--- config.mk ---
export PLATFORM = sky130hd
export DESIGN_NAME = ordered_queue_with_extract_min_flat
export DESIGN_NICKNAME = d
export VERILOG_FILES = /design/src/design/oqm_pkg.sv /design/src/design/oqm_if.sv /design/src/design/ordered_queue_with_extract_min.sv /design/src/design/oqm_cell.sv /design/src/flat_wrapper.sv
export VERILOG_INCLUDE_DIRS = /design/src /design/src/design
export SDC_FILE = /design/constraint.sdc
export NUM_CORES = 2
export LEC_CHECK = 0
export ABC_CLOCK_PERIOD_IN_PS = 10000
export BUFFER_PORTS_ARGS = -buffer_cell sky130_fd_sc_hd__clkbuf_2
export CAP_MARGIN = 20
export CORE_ASPECT_RATIO = 0.75
export CORE_MARGIN = 1.5
export CORE_UTILIZATION = 47
export CTS_BUF_LIST = sky130_fd_sc_hd__clkbuf_16
export CTS_CLUSTER_SIZE = 10
export DETAILED_ROUTE_END_ITERATION = 8
export SLEW_MARGIN = 10
export SYNTH_ARGS = -nofsm -noshare
export SYNTH_HDL_FRONTEND = slang
export SYNTH_SLANG_ARGS = --single-unit
--- constraint.sdc ---
create_clock -name i_clk -period 10 [get_ports i_clk]
set_input_delay 0.5 -clock i_clk [delete_from_list [all_inputs] [get_ports i_clk]]
set_output_delay 0.5 -clock i_clk [all_outputs]
set_load 0.05 [all_outputs]
--- src/design/ordered_queue_with_extract_min_defines.svh ---
// ----------------------------------------------------------------------------
// Ordered queue assertion macros
// Shared concurrent assertion forms for the ordered queue design.
// ----------------------------------------------------------------------------
`ifndef ORDERED_QUEUE_WITH_EXTRACT_MIN_DEFINES_SVH
`define ORDERED_QUEUE_WITH_EXTRACT_MIN_DEFINES_SVH

// Same-cycle implication, disabled while in reset
`define OQM_ASSERT_NOW(lbl, ante, cons, msg) \
    lbl: assert property (@(posedge i_clk) disable iff (!i_rst_n) \
        (ante) |-> (cons)) else $error(msg);

// Next-cycle implication, disabled while in reset
`define OQM_ASSERT_NEXT(lbl, ante, cons, msg) \
    lbl: assert property (@(posedge i_clk) disable iff (!i_rst_n) \
        (ante) |=> (cons)) else $error(msg);

`endif

--- src/design/oqm_pkg.sv ---
// ----------------------------------------------------------------------------
// Ordered queue package
// Field widths, request and status codes, controller states and cell control.
// ----------------------------------------------------------------------------
package oqm_pkg;

    localparam int REQ_W   = 2;
    localparam int KEY_W   = 16;
    localparam int VAL_W   = 32;
    localparam int ST_W    = 2;
    localparam int COUNT_W = 5;

    typedef enum logic [REQ_W-1:0] {
        REQ_APPEND  = 2'd0,
        REQ_POP_OLD = 2'd1,
        REQ_POP_MIN = 2'd2,
        REQ_QUERY   = 2'd3
    } t_req_type;

    typedef enum logic [ST_W-1:0] {
        ST_OK    = 2'd0,
        ST_EMPTY = 2'd1,
        ST_FULL  = 2'd2
    } t_status;

    typedef enum logic [1:0] {
        S_IDLE  = 2'd0,
        S_SCAN  = 2'd1,
        S_SHIFT = 2'd2,
        S_RESP  = 2'd3
    } t_state;

    typedef struct packed {
        logic load;
        logic shift;
    } t_cell_ctl;

endpackage

--- src/design/oqm_if.sv ---
// ----------------------------------------------------------------------------
// Ordered queue channels
// Request and response channels with valid/ready handshake.
// ----------------------------------------------------------------------------
interface oqm_req_if;
    logic                             valid;
    logic                             ready;
    logic [oqm_pkg::REQ_W-1:0]        req_type;
    logic [oqm_pkg::KEY_W-1:0]        entry_key;
    logic signed [oqm_pkg::VAL_W-1:0] entry_value;

    modport source (output valid, req_type, entry_key, entry_value, input ready);
    modport sink   (input valid, req_type, entry_key, entry_value, output ready);
endinterface

interface oqm_rsp_if;
    logic                             valid;
    logic                             ready;
    logic [oqm_pkg::ST_W-1:0]         status;
    logic [oqm_pkg::KEY_W-1:0]        out_key;
    logic signed [oqm_pkg::VAL_W-1:0] out_value;
    logic                             found;
    logic [oqm_pkg::COUNT_W-1:0]      entry_count;

    modport source (output valid, status, out_key, out_value, found, entry_count,
                    input ready);
    modport sink   (input valid, status, out_key, out_value, found, entry_count,
                    output ready);
endinterface

--- src/design/ordered_queue_with_extract_min.sv ---
// Flow: append goes straight to the response state, pop oldest shifts the chain first,
//   pop smallest scans then shifts, key query scans (one cell per cycle, one read port).
// One request in flight; the next is taken once the response is registered, which
//   waits while the previous reply is still held in the response register.
// Reset: held count, controller state and response valid clear; cell contents
//   stay undefined until written.
// ----------------------------------------------------------------------------
// Ordered queue with extract-min
// Arrival-ordered chain of entry cells with a scanning controller.
// ----------------------------------------------------------------------------
`include "ordered_queue_with_extract_min_defines.svh"

module ordered_queue_with_extract_min #(
    parameter int QUEUE_DEPTH = 16,
    parameter int KEY_WIDTH   = 16
) (
    input  logic      i_clk,
    input  logic      i_rst_n,
    oqm_req_if.sink   i_req,
    oqm_rsp_if.source o_rsp
);

    localparam int IDX_W = $clog2(QUEUE_DEPTH);
    localparam int CNT_W = $clog2(QUEUE_DEPTH + 1);
    localparam int SKW   = (KEY_WIDTH < oqm_pkg::KEY_W) ? KEY_WIDTH : oqm_pkg::KEY_W;
    localparam int VW    = oqm_pkg::VAL_W;

    // chain
    oqm_pkg::t_cell_ctl      w_ctl   [QUEUE_DEPTH];
    logic [SKW-1:0]          w_key   [QUEUE_DEPTH];
    logic signed [VW-1:0]    w_value [QUEUE_DEPTH];

    // control state
    oqm_pkg::t_state         r_state, n_state;
    logic [CNT_W-1:0]        r_count, n_count;
    logic                    r_o_valid, n_o_valid;

    // working payload
    oqm_pkg::t_req_type      r_req, n_req;
    logic [SKW-1:0]          r_key, n_key;
    logic [IDX_W-1:0]        r_idx, n_idx;
    logic [IDX_W-1:0]        r_pick, n_pick;
    logic signed [VW-1:0]    r_best, n_best;
    oqm_pkg::t_status        r_status, n_status;
    logic [SKW-1:0]          r_rk, n_rk;
    logic signed [VW-1:0]    r_rv, n_rv;
    logic                    r_found, n_found;

    // response register
    oqm_pkg::t_status            r_o_status, n_o_status;
    logic [oqm_pkg::KEY_W-1:0]   r_o_key, n_o_key;
    logic signed [VW-1:0]        r_o_value, n_o_value;
    logic                        r_o_found, n_o_found;
    logic [oqm_pkg::COUNT_W-1:0] r_o_count, n_o_count;

    logic                    w_accept;
    logic [SKW-1:0]          w_in_key;
    logic [IDX_W-1:0]        w_rd_idx;
    logic [SKW-1:0]          w_rd_key;
    logic signed [VW-1:0]    w_rd_value;
    logic                    w_last;
    logic                    w_load_en;
    logic                    w_shift_en;
    logic [SKW+15:0]         w_rk_ext;
    logic [CNT_W+4:0]        w_cnt_ext;

    genvar g;
    generate
        for (g = 0; g < QUEUE_DEPTH; g++) begin : g_cell
            if (g < QUEUE_DEPTH - 1) begin : g_mid
                oqm_cell #(.SKW(SKW)) u_cell (
                    .i_clk        (i_clk),
                    .i_ctl        (w_ctl[g]),
                    .i_load_key   (w_in_key),
                    .i_load_value (i_req.entry_value),
                    .i_nxt_key    (w_key[g+1]),
                    .i_nxt_value  (w_value[g+1]),
                    .o_key        (w_key[g]),
                    .o_value      (w_value[g])
                );
            end else begin : g_end
                oqm_cell #(.SKW(SKW)) u_cell (
                    .i_clk        (i_clk),
                    .i_ctl        (w_ctl[g]),
                    .i_load_key   (w_in_key),
                    .i_load_value (i_req.entry_value),
                    .i_nxt_key    (w_key[g]),
                    .i_nxt_value  (w_value[g]),
                    .o_key        (w_key[g]),
                    .o_value      (w_value[g])
                );
            end
        end
    endgenerate

    assign i_req.ready = (r_state == oqm_pkg::S_IDLE);
    assign w_accept    = i_req.valid && i_req.ready;
    assign w_in_key    = i_req.entry_key[SKW-1:0];

    assign w_rd_idx    = (r_state == oqm_pkg::S_SHIFT) ? r_pick : r_idx;
    assign w_rd_key    = w_key[w_rd_idx];
    assign w_rd_value  = w_value[w_rd_idx];
    assign w_last      = (CNT_W'(r_idx) == r_count - CNT_W'(1));

    assign w_load_en   = w_accept && (i_req.req_type == oqm_pkg::REQ_APPEND)
                         && (r_count != CNT_W'(QUEUE_DEPTH));
    assign w_shift_en  = (r_state == oqm_pkg::S_SHIFT);

    always_comb begin
        for (int i = 0; i < QUEUE_DEPTH; i++) begin
            w_ctl[i].load  = w_load_en && (CNT_W'(i) == r_count);
            // close the gap: every cell at or after the removed one takes its neighbor
            w_ctl[i].shift = w_shift_en && (IDX_W'(i) >= r_pick);
        end
    end

    assign w_rk_ext  = {16'd0, r_rk};
    assign w_cnt_ext = {5'd0, r_count};

    always_comb begin
        n_state    = r_state;
        n_count    = r_count;
        n_o_valid  = r_o_valid && !o_rsp.ready;
        n_req      = r_req;
        n_key      = r_key;
        n_idx      = r_idx;
        n_pick     = r_pick;
        n_best     = r_best;
        n_status   = r_status;
        n_rk       = r_rk;
        n_rv       = r_rv;
        n_found    = r_found;
        n_o_status = r_o_status;
        n_o_key    = r_o_key;
        n_o_value  = r_o_value;
        n_o_found  = r_o_found;
        n_o_count  = r_o_count;

        case (r_state)
            oqm_pkg::S_IDLE: begin
                if (w_accept) begin
                    n_req    = oqm_pkg::t_req_type'(i_req.req_type);
                    n_key    = w_in_key;
                    n_status = oqm_pkg::ST_OK;
                    n_rk     = '0;
                    n_rv     = '0;
                    n_found  = 1'b0;
                    n_pick   = '0;
                    n_idx    = '0;
                    n_best   = w_value[0];
                    n_state  = oqm_pkg::S_RESP;
                    case (oqm_pkg::t_req_type'(i_req.req_type))
                        oqm_pkg::REQ_APPEND: begin
                            if (r_count == CNT_W'(QUEUE_DEPTH)) begin
                                n_status = oqm_pkg::ST_FULL;
                            end else begin
                                n_count = r_count + CNT_W'(1);
                            end
                        end
                        oqm_pkg::REQ_POP_OLD: begin
                            if (r_count == '0) begin
                                n_status = oqm_pkg::ST_EMPTY;
                            end else begin
                                n_state = oqm_pkg::S_SHIFT;
                            end
                        end
                        oqm_pkg::REQ_POP_MIN: begin
                            n_idx = IDX_W'(1);
                            if (r_count == '0) begin
                                n_status = oqm_pkg::ST_EMPTY;
                            end else if (r_count == CNT_W'(1)) begin
                                n_state = oqm_pkg::S_SHIFT;
                            end else begin
                                n_state = oqm_pkg::S_SCAN;
                            end
                        end
                        oqm_pkg::REQ_QUERY: begin
                            if (r_count != '0) begin
                                n_state = oqm_pkg::S_SCAN;
                            end
                        end
                        default: begin
                            n_state = oqm_pkg::S_RESP;
                        end
                    endcase
                end
            end
            oqm_pkg::S_SCAN: begin
                if (r_req == oqm_pkg::REQ_QUERY) begin
                    if (w_rd_key == r_key) begin
                        n_found = 1'b1;
                        n_state = oqm_pkg::S_RESP;
                    end else if (w_last) begin
                        n_state = oqm_pkg::S_RESP;
                    end else begin
                        n_idx = r_idx + IDX_W'(1);
                    end
                end else begin
                    // strict compare keeps the earliest entry on ties
                    if (w_rd_value < r_best) begin
                        n_pick = r_idx;
                        n_best = w_rd_value;
                    end
                    if (w_last) begin
                        n_state = oqm_pkg::S_SHIFT;
                    end else begin
                        n_idx = r_idx + IDX_W'(1);
                    end
                end
            end
            oqm_pkg::S_SHIFT: begin
                n_rk    = w_rd_key;
                n_rv    = w_rd_value;
                n_count = r_count - CNT_W'(1);
                n_state = oqm_pkg::S_RESP;
            end
            oqm_pkg::S_RESP: begin
                // hold until the response register is free
                if (!r_o_valid || o_rsp.ready) begin
                    n_o_valid  = 1'b1;
                    n_o_status = r_status;
                    n_o_key    = w_rk_ext[15:0];
                    n_o_value  = r_rv;
                    n_o_found  = r_found;
                    n_o_count  = w_cnt_ext[4:0];
                    n_state    = oqm_pkg::S_IDLE;
                end
            end
            default: begin
                n_state = oqm_pkg::S_IDLE;
            end
        endcase
    end

    always_ff @(posedge i_clk) begin
        if (!i_rst_n) begin
            r_state   <= oqm_pkg::S_IDLE;
            r_count   <= '0;
            r_o_valid <= 1'b0;
        end else begin
            r_state   <= n_state;
            r_count   <= n_count;
            r_o_valid <= n_o_valid;
        end
    end

    always_ff @(posedge i_clk) begin
        r_req      <= n_req;
        r_key      <= n_key;
        r_idx      <= n_idx;
        r_pick     <= n_pick;
        r_best     <= n_best;
        r_status   <= n_status;
        r_rk       <= n_rk;
        r_rv       <= n_rv;
        r_found    <= n_found;
        r_o_status <= n_o_status;
        r_o_key    <= n_o_key;
        r_o_value  <= n_o_value;
        r_o_found  <= n_o_found;
        r_o_count  <= n_o_count;
    end

    assign o_rsp.valid       = r_o_valid;
    assign o_rsp.status      = r_o_status;
    assign o_rsp.out_key     = r_o_key;
    assign o_rsp.out_value   = r_o_value;
    assign o_rsp.found       = r_o_found;
    assign o_rsp.entry_count = r_o_count;

    `OQM_ASSERT_NOW(a_count_bound, 1'b1, r_count <= CNT_W'(QUEUE_DEPTH),
        "held count exceeds queue depth")
    `OQM_ASSERT_NOW(a_scan_in_range, r_state == oqm_pkg::S_SCAN,
        CNT_W'(r_idx) < r_count, "scan index past held entries")
    `OQM_ASSERT_NEXT(a_append_grows, w_load_en,
        r_count == $past(r_count) + CNT_W'(1), "append did not grow the count")
    `OQM_ASSERT_NOW(a_empty_zero, o_rsp.valid && o_rsp.status == oqm_pkg::ST_EMPTY,
        o_rsp.out_key == '0 && o_rsp.out_value == '0 && o_rsp.entry_count == '0,
        "empty pop response carries data")

endmodule

--- src/design/oqm_cell.sv ---
// ----------------------------------------------------------------------------
// Ordered queue cell
// One queue slot: loads an appended entry or takes its right neighbor's entry.
// ----------------------------------------------------------------------------
module oqm_cell #(
    parameter int SKW = 16
) (
    input  logic                             i_clk,
    input  oqm_pkg::t_cell_ctl               i_ctl,
    input  logic [SKW-1:0]                   i_load_key,
    input  logic signed [oqm_pkg::VAL_W-1:0] i_load_value,
    input  logic [SKW-1:0]                   i_nxt_key,
    input  logic signed [oqm_pkg::VAL_W-1:0] i_nxt_value,
    output logic [SKW-1:0]                   o_key,
    output logic signed [oqm_pkg::VAL_W-1:0] o_value
);

    logic [SKW-1:0]                   r_key;
    logic signed [oqm_pkg::VAL_W-1:0] r_value;

    always_ff @(posedge i_clk) begin
        if (i_ctl.load) begin
            r_key   <= i_load_key;
            r_value <= i_load_value;
        end else if (i_ctl.shift) begin
            r_key   <= i_nxt_key;
            r_value <= i_nxt_value;
        end
    end

    assign o_key   = r_key;
    assign o_value = r_value;

endmodule

--- src/flat_wrapper.sv ---
// flat-port wrapper written by rule: the top's interface ports become plain ports
module ordered_queue_with_extract_min_flat 
#(
    parameter int QUEUE_DEPTH = 16,
    parameter int KEY_WIDTH   = 16
)
  (i_clk, i_rst_n, i_req_valid, i_req_req_type, i_req_entry_key, i_req_entry_value, i_req_ready, o_rsp_valid, o_rsp_status, o_rsp_out_key, o_rsp_out_value, o_rsp_found, o_rsp_entry_count, o_rsp_ready);
  oqm_req_if i_req_i ();
  oqm_rsp_if o_rsp_i ();
  input  logic i_clk;
  input  logic i_rst_n;
  input wire logic [$bits(i_req_i.valid)-1:0] i_req_valid;
  input wire logic [$bits(i_req_i.req_type)-1:0] i_req_req_type;
  input wire logic [$bits(i_req_i.entry_key)-1:0] i_req_entry_key;
  input wire logic [$bits(i_req_i.entry_value)-1:0] i_req_entry_value;
  output wire logic [$bits(i_req_i.ready)-1:0] i_req_ready;
  output wire logic [$bits(o_rsp_i.valid)-1:0] o_rsp_valid;
  output wire logic [$bits(o_rsp_i.status)-1:0] o_rsp_status;
  output wire logic [$bits(o_rsp_i.out_key)-1:0] o_rsp_out_key;
  output wire logic [$bits(o_rsp_i.out_value)-1:0] o_rsp_out_value;
  output wire logic [$bits(o_rsp_i.found)-1:0] o_rsp_found;
  output wire logic [$bits(o_rsp_i.entry_count)-1:0] o_rsp_entry_count;
  input wire logic [$bits(o_rsp_i.ready)-1:0] o_rsp_ready;
  assign i_req_i.valid = i_req_valid;
  assign i_req_i.req_type = i_req_req_type;
  assign i_req_i.entry_key = i_req_entry_key;
  assign i_req_i.entry_value = i_req_entry_value;
  assign i_req_ready = i_req_i.ready;
  assign o_rsp_valid = o_rsp_i.valid;
  assign o_rsp_status = o_rsp_i.status;
  assign o_rsp_out_key = o_rsp_i.out_key;
  assign o_rsp_out_value = o_rsp_i.out_value;
  assign o_rsp_found = o_rsp_i.found;
  assign o_rsp_entry_count = o_rsp_i.entry_count;
  assign o_rsp_i.ready = o_rsp_ready;
  ordered_queue_with_extract_min #(.QUEUE_DEPTH(QUEUE_DEPTH), .KEY_WIDTH(KEY_WIDTH)) u_core (.i_clk(i_clk), .i_rst_n(i_rst_n), .i_req(i_req_i), .o_rsp(o_rsp_i));
endmodule
# After elaboration in Yosys (flattened, before gate mapping)
# Cells that the tools add are included.
[word_totals]
regBits = 941
latch_bits = 0
mem_bits_rw = 0
romBits = 0
in_bits = 54
wordCells = 286
mem_count = 0
[op_classes]
add_sub_neg = 3
n_mul = 0
div = 0
order_cmp = 17
n_eq_ne = 38
shift = 0
n_mux = 110
bitwise_logic = 1
n_reduce_logical = 68
[op_table]
columns = ["cell", "n"]
rows = [
  ["2-to-1 mux 32 bit", 36],
  ["2-to-1 mux 16 bit", 33],
  ["binary-select mux 32 bit (select 4 bit)", 1],
  ["one-hot mux 32 bit (2 select lines)", 2],
  ["binary-select mux 16 bit (select 4 bit)", 1],
  ["equality test 4 x 5 -> 1 bit, first input constant", 8],
  ["logical AND 1 bit", 35],
  ["nonzero test 2 bit", 17],
  ["< comparator 32 bit", 1],
  ["2-to-1 mux 4 bit", 8],
  ["one-hot mux 16 bit (2 select lines)", 1],
  [">= comparator 4 bit, first input constant", 7],
  ["equality test 3 x 5 -> 1 bit, first input constant", 4],
  ["2-to-1 mux 2 bit", 10],
  ["equality test 16 bit", 1],
  [">= comparator 3 x 4 -> 1 bit, first input constant", 4],
  ["one-hot mux 4 bit (2 select lines)", 2],
  ["AND reduction 4 bit", 4],
  ["2-to-1 mux 5 bit", 3],
  ["equality test 2 bit, second input constant", 5],
  ["equality test 2 x 5 -> 1 bit, first input constant", 2],
  ["one-hot mux 5 bit (2 select lines)", 1],
  [">= comparator 1 x 4 -> 1 bit, first input constant", 2],
  [">= comparator 2 x 4 -> 1 bit, first input constant", 2],
  ["other kinds (28)", 47],
]

# Depth between registers and ports, before layout
[logic_depth]
word_depth = 10
ltp_mapped = 22

# Cells and area by module
# From an unflattened synthesis, not the netlist that was laid out.
[unflattened]
cells_unflattened = 2834
area_unflattened_um2 = 47441.8
[modules_own_cells]
columns = ["mod", "n_inst", "cells_per_inst", "area_per_inst_um2"]
rows = [
  ["oqm_cell", 16, 102, 2067.0],
  ["ordered_queue_with_extract_min", 1, 1202, 14370.0],
]

# Least setup slack after synthesis
# No wires, ideal clock.
[synth_timing]
path_type = "flip-flop to flip-flop"
from = "register u_core.r_state[0]"
to = "register u_core.g_cell[10].g_mid.u_cell.r_key[0], enable pin"
setup_time_ps = 520
arrival_ps = 5512
setup_slack_ps = 3968
stages_incl_launch_ff = 8
path_buffers = 0
path_cell_list = "dfxtp_1 -> inv_1 -> ha_1 -> nand2_1 -> inv_1 -> and3_1 -> nand3b_1 -> o21ai_0"
[synth_via]
elab_chain_len = 6
[synth_lines]
columns = ["item", "line", "text"]
rows = [
  ["from (decl)", "ordered_queue_with_extract_min.sv:34", "oqm_pkg::t_state r_state, n_state;"],
  ["from (signal assigned)", "ordered_queue_with_extract_min.sv:237", "r_state <= oqm_pkg::S_IDLE;"],
  ["from (signal assigned)", "ordered_queue_with_extract_min.sv:241", "r_state <= n_state;"],
  ["zero test 2 bit", "ordered_queue_with_extract_min.sv:96", "assign i_req.ready = (r_state == oqm_pkg::S_IDLE);"],
  ["via i_req_ready", "flat_wrapper.sv:16", "output wire logic [$bits(i_req_i.ready)-1:0] i_req_ready;"],
  ["logical AND 1 bit", "ordered_queue_with_extract_min.sv:97", "assign w_accept = i_req.valid && i_req.ready;"],
  ["logical AND 1 bit", "ordered_queue_with_extract_min.sv:105", "assign w_load_en = w_accept && (i_req.req_type == oqm_pkg::REQ_APPEND)"],
  ["logical AND 1 bit", "ordered_queue_with_extract_min.sv:106", "&& (r_count != CNT_W'(QUEUE_DEPTH));"],
  ["logical AND 1 bit", "ordered_queue_with_extract_min.sv:111", "w_ctl[i].load = w_load_en && (CNT_W'(i) == r_count);"],
  ["nonzero test 2 bit (no source line)", "-", ""],
  ["to (signal assigned)", "oqm_cell.sv:23", "r_key <= i_load_key;"],
  ["to (signal assigned)", "oqm_cell.sv:26", "r_key <= i_nxt_key;"],
  ["to (decl)", "oqm_cell.sv:18", "logic [SKW-1:0] r_key;"],
]
# The timed path passes the listed nets, and every way through them passes these cells.
# A chain may end at the register's enable or synchronous reset.

# Final worst setup path
[layout_timing]
from = "register u_core.r_state[0]"
to = "register u_core.r_best[10], enable pin"
[layout_via]
elab_chain_len = 9
[layout_lines]
columns = ["item", "line", "text"]
rows = [
  ["equality test 2 bit", "ordered_queue_with_extract_min.sv:100", "assign w_rd_idx = (r_state == oqm_pkg::S_SHIFT) ? r_pick : r_idx;"],
  ["2-to-1 mux 4 bit", "ordered_queue_with_extract_min.sv:100", ""],
  ["inverter 4 -> 5 bit (implied by the code)", "ordered_queue_with_extract_min.sv:102", "assign w_rd_value = w_value[w_rd_idx];"],
  ["binary-select mux 32 bit (select 4 bit)", "ordered_queue_with_extract_min.sv:102", ""],
  ["2-to-1 mux 32 bit (implied by the code) (2 in a row)", "ordered_queue_with_extract_min.sv:102", ""],
  ["via u_core.w_rd_value[11]", "ordered_queue_with_extract_min.sv:60", "logic signed [VW-1:0] w_rd_value;"],
  ["< comparator 32 bit", "ordered_queue_with_extract_min.sv:200", "if (w_rd_value < r_best) begin"],
  ["!= test 2 x 1 -> 1 bit (no source line)", "-", ""],
  ["AND reduction 4 bit (no source line)", "-", ""],
  ["to (signal assigned)", "ordered_queue_with_extract_min.sv:252", "r_best <= n_best;"],
  ["to (decl)", "ordered_queue_with_extract_min.sv:43", "logic signed [VW-1:0] r_best, n_best;"],
]
# The timed path passes the listed nets, and every way through them passes these cells. The select of a mux whose other input is x is not followed.

==> flow_results.xml <==
<?xml version="1.0" encoding="UTF-8"?>
<metrics>
  <group name="outcome">
    <metric name="run_status" unit="">finished clean</metric>
  </group>
  <group name="synthesis">
    <metric name="synth-warning-count" unit="">0</metric>
    <metric name="post_synth_num_cell_types" unit="">67</metric>
    <metric name="synth_cells" unit="">2920</metric>
    <metric name="post_synth.cell_area_avg" unit="sq um">15.84</metric>
    <metric name="synth_area" unit="sq um">46270</metric>
    <metric name="ys_async_sr_fraction" unit="%">0</metric>
    <metric name="synth_enable_flop_cells" unit="">933</metric>
    <metric name="synth_seq_cells" unit="">941</metric>
    <metric name="syn_nets" unit="">3021</metric>
    <metric name="synthFlopType" unit="">sky130_fd_sc_hd__edfxtp_1</metric>
    <metric name="portion_of_the_post_synthesis_area_used_by_sequential_elements" unit="%">60.90</metric>
  </group>
  <group name="sta">
    <metric name="clock_skew" unit="ps">28.61</metric>
    <metric name="period_needed" unit="ps">7265</metric>
    <metric name="timing_hold_violations_final" unit="">0</metric>
    <metric name="finalSetupTns" unit="ps">0</metric>
    <metric name="upper_clock_frequency_limit" unit="MHz">137.6</metric>
    <metric name="setup_viol_count_final" unit="">0</metric>
    <metric name="setup_repair_after_global_routing_missed_its_margin" unit="">false</metric>
    <metric name="max_slew_margin" unit="%">20.45</metric>
    <metric name="maxSlewViolCount" unit="">0</metric>
    <metric name="timing.final.crit_share" unit="%">72.65</metric>
    <metric name="timing_worst_slew_pin_value" unit="ps">1193</metric>
  </group>
  <group name="clocking">
    <metric name="cts-htree-levels" unit="">3</metric>
    <metric name="cts_inserted_buffers" unit="">106</metric>
    <metric name="cts_hold_buf" unit="">0</metric>
    <metric name="clk_root_buffer_cell" unit="">sky130_fd_sc_hd__clkbuf_16</metric>
    <metric name="worstSkewPairLatency" unit="ps">720</metric>
    <metric name="postCtsResizedCells" unit="">0</metric>
    <metric name="cts-root-to-sink-buffers" unit="">3</metric>
    <metric name="clock_transition_at_the_register_clock_pins_on_the_worst_setup_and_hold_paths_after_cts" unit="ps">60</metric>
    <metric name="cts_tree" unit="">built</metric>
    <metric name="post_cts_buffers" unit="">0</metric>
    <metric name="number_of_clock_sinks" unit="">941</metric>
  </group>
  <group name="place">
    <metric name="dpl-instance-area" unit="sq um">48310</metric>
    <metric name="final_hpwl_dp" unit="um">78330</metric>
    <metric name="port-buffer-count" unit="">111</metric>
    <metric name="finalWeightedCongestion" unit="">0.8332</metric>
  </group>
  <group name="floorplanning">
    <metric name="die_area" unit="sq um">100300</metric>
    <metric name="fp.coreArea" unit="sq um">97360</metric>
    <metric name="top_level_ports" unit="">112</metric>
    <metric name="start_util" unit="%">47.52</metric>
    <metric name="placementRows" unit="">99</metric>
    <metric name="die_h" unit="um">274.7</metric>
    <metric name="floorplan.die.width" unit="um">365.3</metric>
  </group>
  <group name="layout">
    <metric name="layout.cells.most_common" unit="">sky130_fd_sc_hd__edfxtp_1</metric>
    <metric name="area_delta_synth_final" unit="%">10.76</metric>
    <metric name="proportion_of_layout_cells_with_a_drive_suffix_above_1" unit="%">41.22</metric>
    <metric name="layout_common_cells" unit="">sky130_fd_sc_hd__edfxtp_1, sky130_fd_sc_hd__mux2_2, sky130_fd_sc_hd__nand2_1</metric>
    <metric name="final_net_count" unit="">3074</metric>
    <metric name="final_area" unit="sq um">51240</metric>
    <metric name="post-route-util" unit="%">52.63</metric>
  </group>
  <group name="global_routing">
    <metric name="grt_antenna_before_repair" unit="">4</metric>
    <metric name="grt_max_degree" unit="">85</metric>
    <metric name="wire_length_of_the_first_global_routing_pass" unit="um">199500</metric>
    <metric name="grt_usage" unit="%">27.95</metric>
    <metric name="first_global_vias" unit="">27950</metric>
    <metric name="gr-total-overflow" unit="">0</metric>
  </group>
  <group name="pwr">
    <metric name="power.ir.vdd_worst" unit="mV">0.3173</metric>
    <metric name="p_leak" unit="nW">17.34</metric>
    <metric name="power_density" unit="nW/um^2">326.0</metric>
  </group>
  <group name="worst_setup_path">
    <metric name="crit_type" unit="">flip-flop to flip-flop</metric>
    <metric name="start_kind" unit="">flip-flop</metric>
    <metric name="cp-end-kind" unit="">flip-flop</metric>
    <metric name="data_required_time_of_the_critical_path" unit="ps">10350</metric>
    <metric name="critical_path_buf_inv_count" unit="">3</metric>
    <metric name="critPathMaxFanout" unit="">84</metric>
    <metric name="worst_path_largest_cell_delay" unit="ps">930</metric>
    <metric name="most_common_cell_type_on_the_critical_path" unit="">sky130_fd_sc_hd__a21o_1</metric>
    <metric name="critPathArrivalTime" unit="ps">7620</metric>
    <metric name="critPathTopFamily" unit="">compound AO/OA/AOI/OAI gates</metric>
    <metric name="crit_path_cell_trace" unit="">inv_1 &gt; ha_4 &gt; mux2_8 &gt; buf_4 &gt; mux4_2 &gt; nand2_1 &gt; and3_1 &gt; a31oi_1 &gt; ha_1 &gt; a21o_1 &gt; a21o_1 &gt; a21o_1 &gt; a21oi_1 &gt; o21ai_0 &gt; nor4bb_1 &gt; nand3b_1 &gt; buf_4</metric>
    <metric name="slowest_cell_on_the_critical_path" unit="">sky130_fd_sc_hd__mux2_8</metric>
  </group>
  <group name="detailed_routing">
    <metric name="routed_via_density" unit="">6.431</metric>
    <metric name="initialDrtViolationCount" unit="">3149</metric>
    <metric name="final_wirelength" unit="um">139800</metric>
    <metric name="route.detailed.wl_per_inst" unit="um">32.30</metric>
    <metric name="drc" unit="">0</metric>
    <metric name="vias" unit="">27840</metric>
    <metric name="ant_nets" unit="">0</metric>
    <metric name="drtPass1Iterations" unit="">6</metric>
  </group>
  <group name="hold_path">
    <metric name="worstHoldPathType" unit="">input port to flip-flop</metric>
  </group>
  <group name="job">
    <metric name="max_cap_viol_count" unit="">0</metric>
  </group>
</metrics>
power by group:
part | leakage, nW | switching [mW] | internal [mW]
clock | 1.53 | 1.55 | 1.89
sequential | 8.66 | 0.443 | 5.72
combinational | 7.16 | 4.51 | 2.59
final cells by class:
cell class / count / area [sq um]
fillers: 8017 / 46120
flip-flops and latches: 941 / 28180
multi-input cells: 1706 / 17310
clock buffers: 107 / 2678
well taps: 1313 / 1643
repair buffers: 172 / 1042
clock inverters: 41 / 212.7
inverters: 46 / 172.7
diodes: 3 / 7.507
state kept, by name, indices dropped and copies added, names as in the netlist, 5 cells and up:
signal and count:
u_core.o_rsp.out_key 16, u_core.g_cell.g_mid.u_cell.o_value 480, u_core.g_cell.g_mid.u_cell.o_key 240, u_core.r_best 32, u_core.o_rsp.out_value 32, u_core.r_rv 32, u_core.r_key 16, u_core.g_cell.g_end.u_cell.o_key 16
u_core.g_cell.g_end.u_cell.o_value 32, u_core.o_rsp.entry_count 5, u_core.r_rk 16, u_core.r_count 5
through the flow:
step	power, mW	setup slack, ps	instances	hold WS (ps)
3_3_place_gp	13.11	2989	4176	400.8
4_1_cts	16.69	2852	4324	18.43
2_1_floorplan	10.75	3968	2920	400.3
5_1_grt	17.42	2448	4327	42.58
6_report	16.70	2735	4329	60.86
3_5_place_dp	13.24	2844	4176	404.5
cells by family after synthesis:
kind of cell               count (synthesis)  share of synthesized area [%]
AOI/OAI and AO/OA                        169                          2.518
and+or+nand+nor                          494                          5.025
xor gates and xnor gates                  28                         0.5301
buffers and inverters                    273                          2.472
adders and majority gates                 47                          1.271
muxes                                    968                          27.28
DFF                                      941                          60.90
synthesized netlist by cell type (all sizes together), types with 3 or more instances:
| cell | n | area (sq um) |
|---|---|---|
| a311oi | 5 | 43.79 |
| xor2 | 15 | 131.4 |
| mux2 | 756 | 8517 |
| dfxtp | 8 | 160.2 |
| o22ai | 5 | 31.28 |
| a22oi | 3 | 22.52 |
| and2 | 49 | 306.5 |
| a31oi | 40 | 250.2 |
| and3 | 42 | 262.8 |
| o21a | 3 | 22.52 |
| nor2 | 37 | 138.9 |
| o31ai | 3 | 22.52 |
| or2 | 3 | 18.77 |
| a21o | 15 | 112.6 |
| a32o | 4 | 40.04 |
| a221oi | 3 | 32.53 |
| a32oi | 11 | 96.34 |
| mux2i | 55 | 561.8 |
| nand3 | 54 | 270.3 |
| inv | 46 | 172.7 |
| nand2 | 254 | 953.4 |
| buf | 105 | 513.0 |
| a41oi | 3 | 26.28 |
| o21ai | 28 | 140.1 |
| ha | 47 | 588.1 |
| nor2b | 9 | 56.30 |
| nor3 | 9 | 45.04 |
| nand3b | 3 | 22.52 |
| a211oi | 8 | 65.06 |
| a21oi | 22 | 110.1 |
| nand4 | 20 | 125.1 |
| xnor2 | 13 | 113.9 |
| edfxtp | 933 | 28020 |
| clkbuf | 122 | 457.9 |
| mux4 | 157 | 3543 |
layer usage:
metal / share of wire, % / GRT usage, % / wire [um] / vias to the layer above
met5: 0.0093 / 0 / 13 / -
met4: 2.8 / 7.807 / 3862 / 2
met3: 10 / 7.270 / 14660 / 251
met2: 44 / 41.16 / 61210 / 1499
met1: 43 / 40.97 / 60060 / 14600
li1: - / - / - / 11490
final timing paths:
check | slack (ps) | start | to | depth (start not counted)
worst max-delay path | 2730 | u_core.r_state[0] | u_core.r_best[10] | 17
worst min-delay path | 60 | i_req_req_type[1] | u_core.r_req[1] | 1
worst max register to register | 2730 | u_core.r_state[0] | u_core.r_best[10] | 17
worst min register to register | 420 | u_core.r_rv[6] | u_core.o_rsp.out_value[6] | 0
Note: power is estimated with default switching activity, not from simulation.
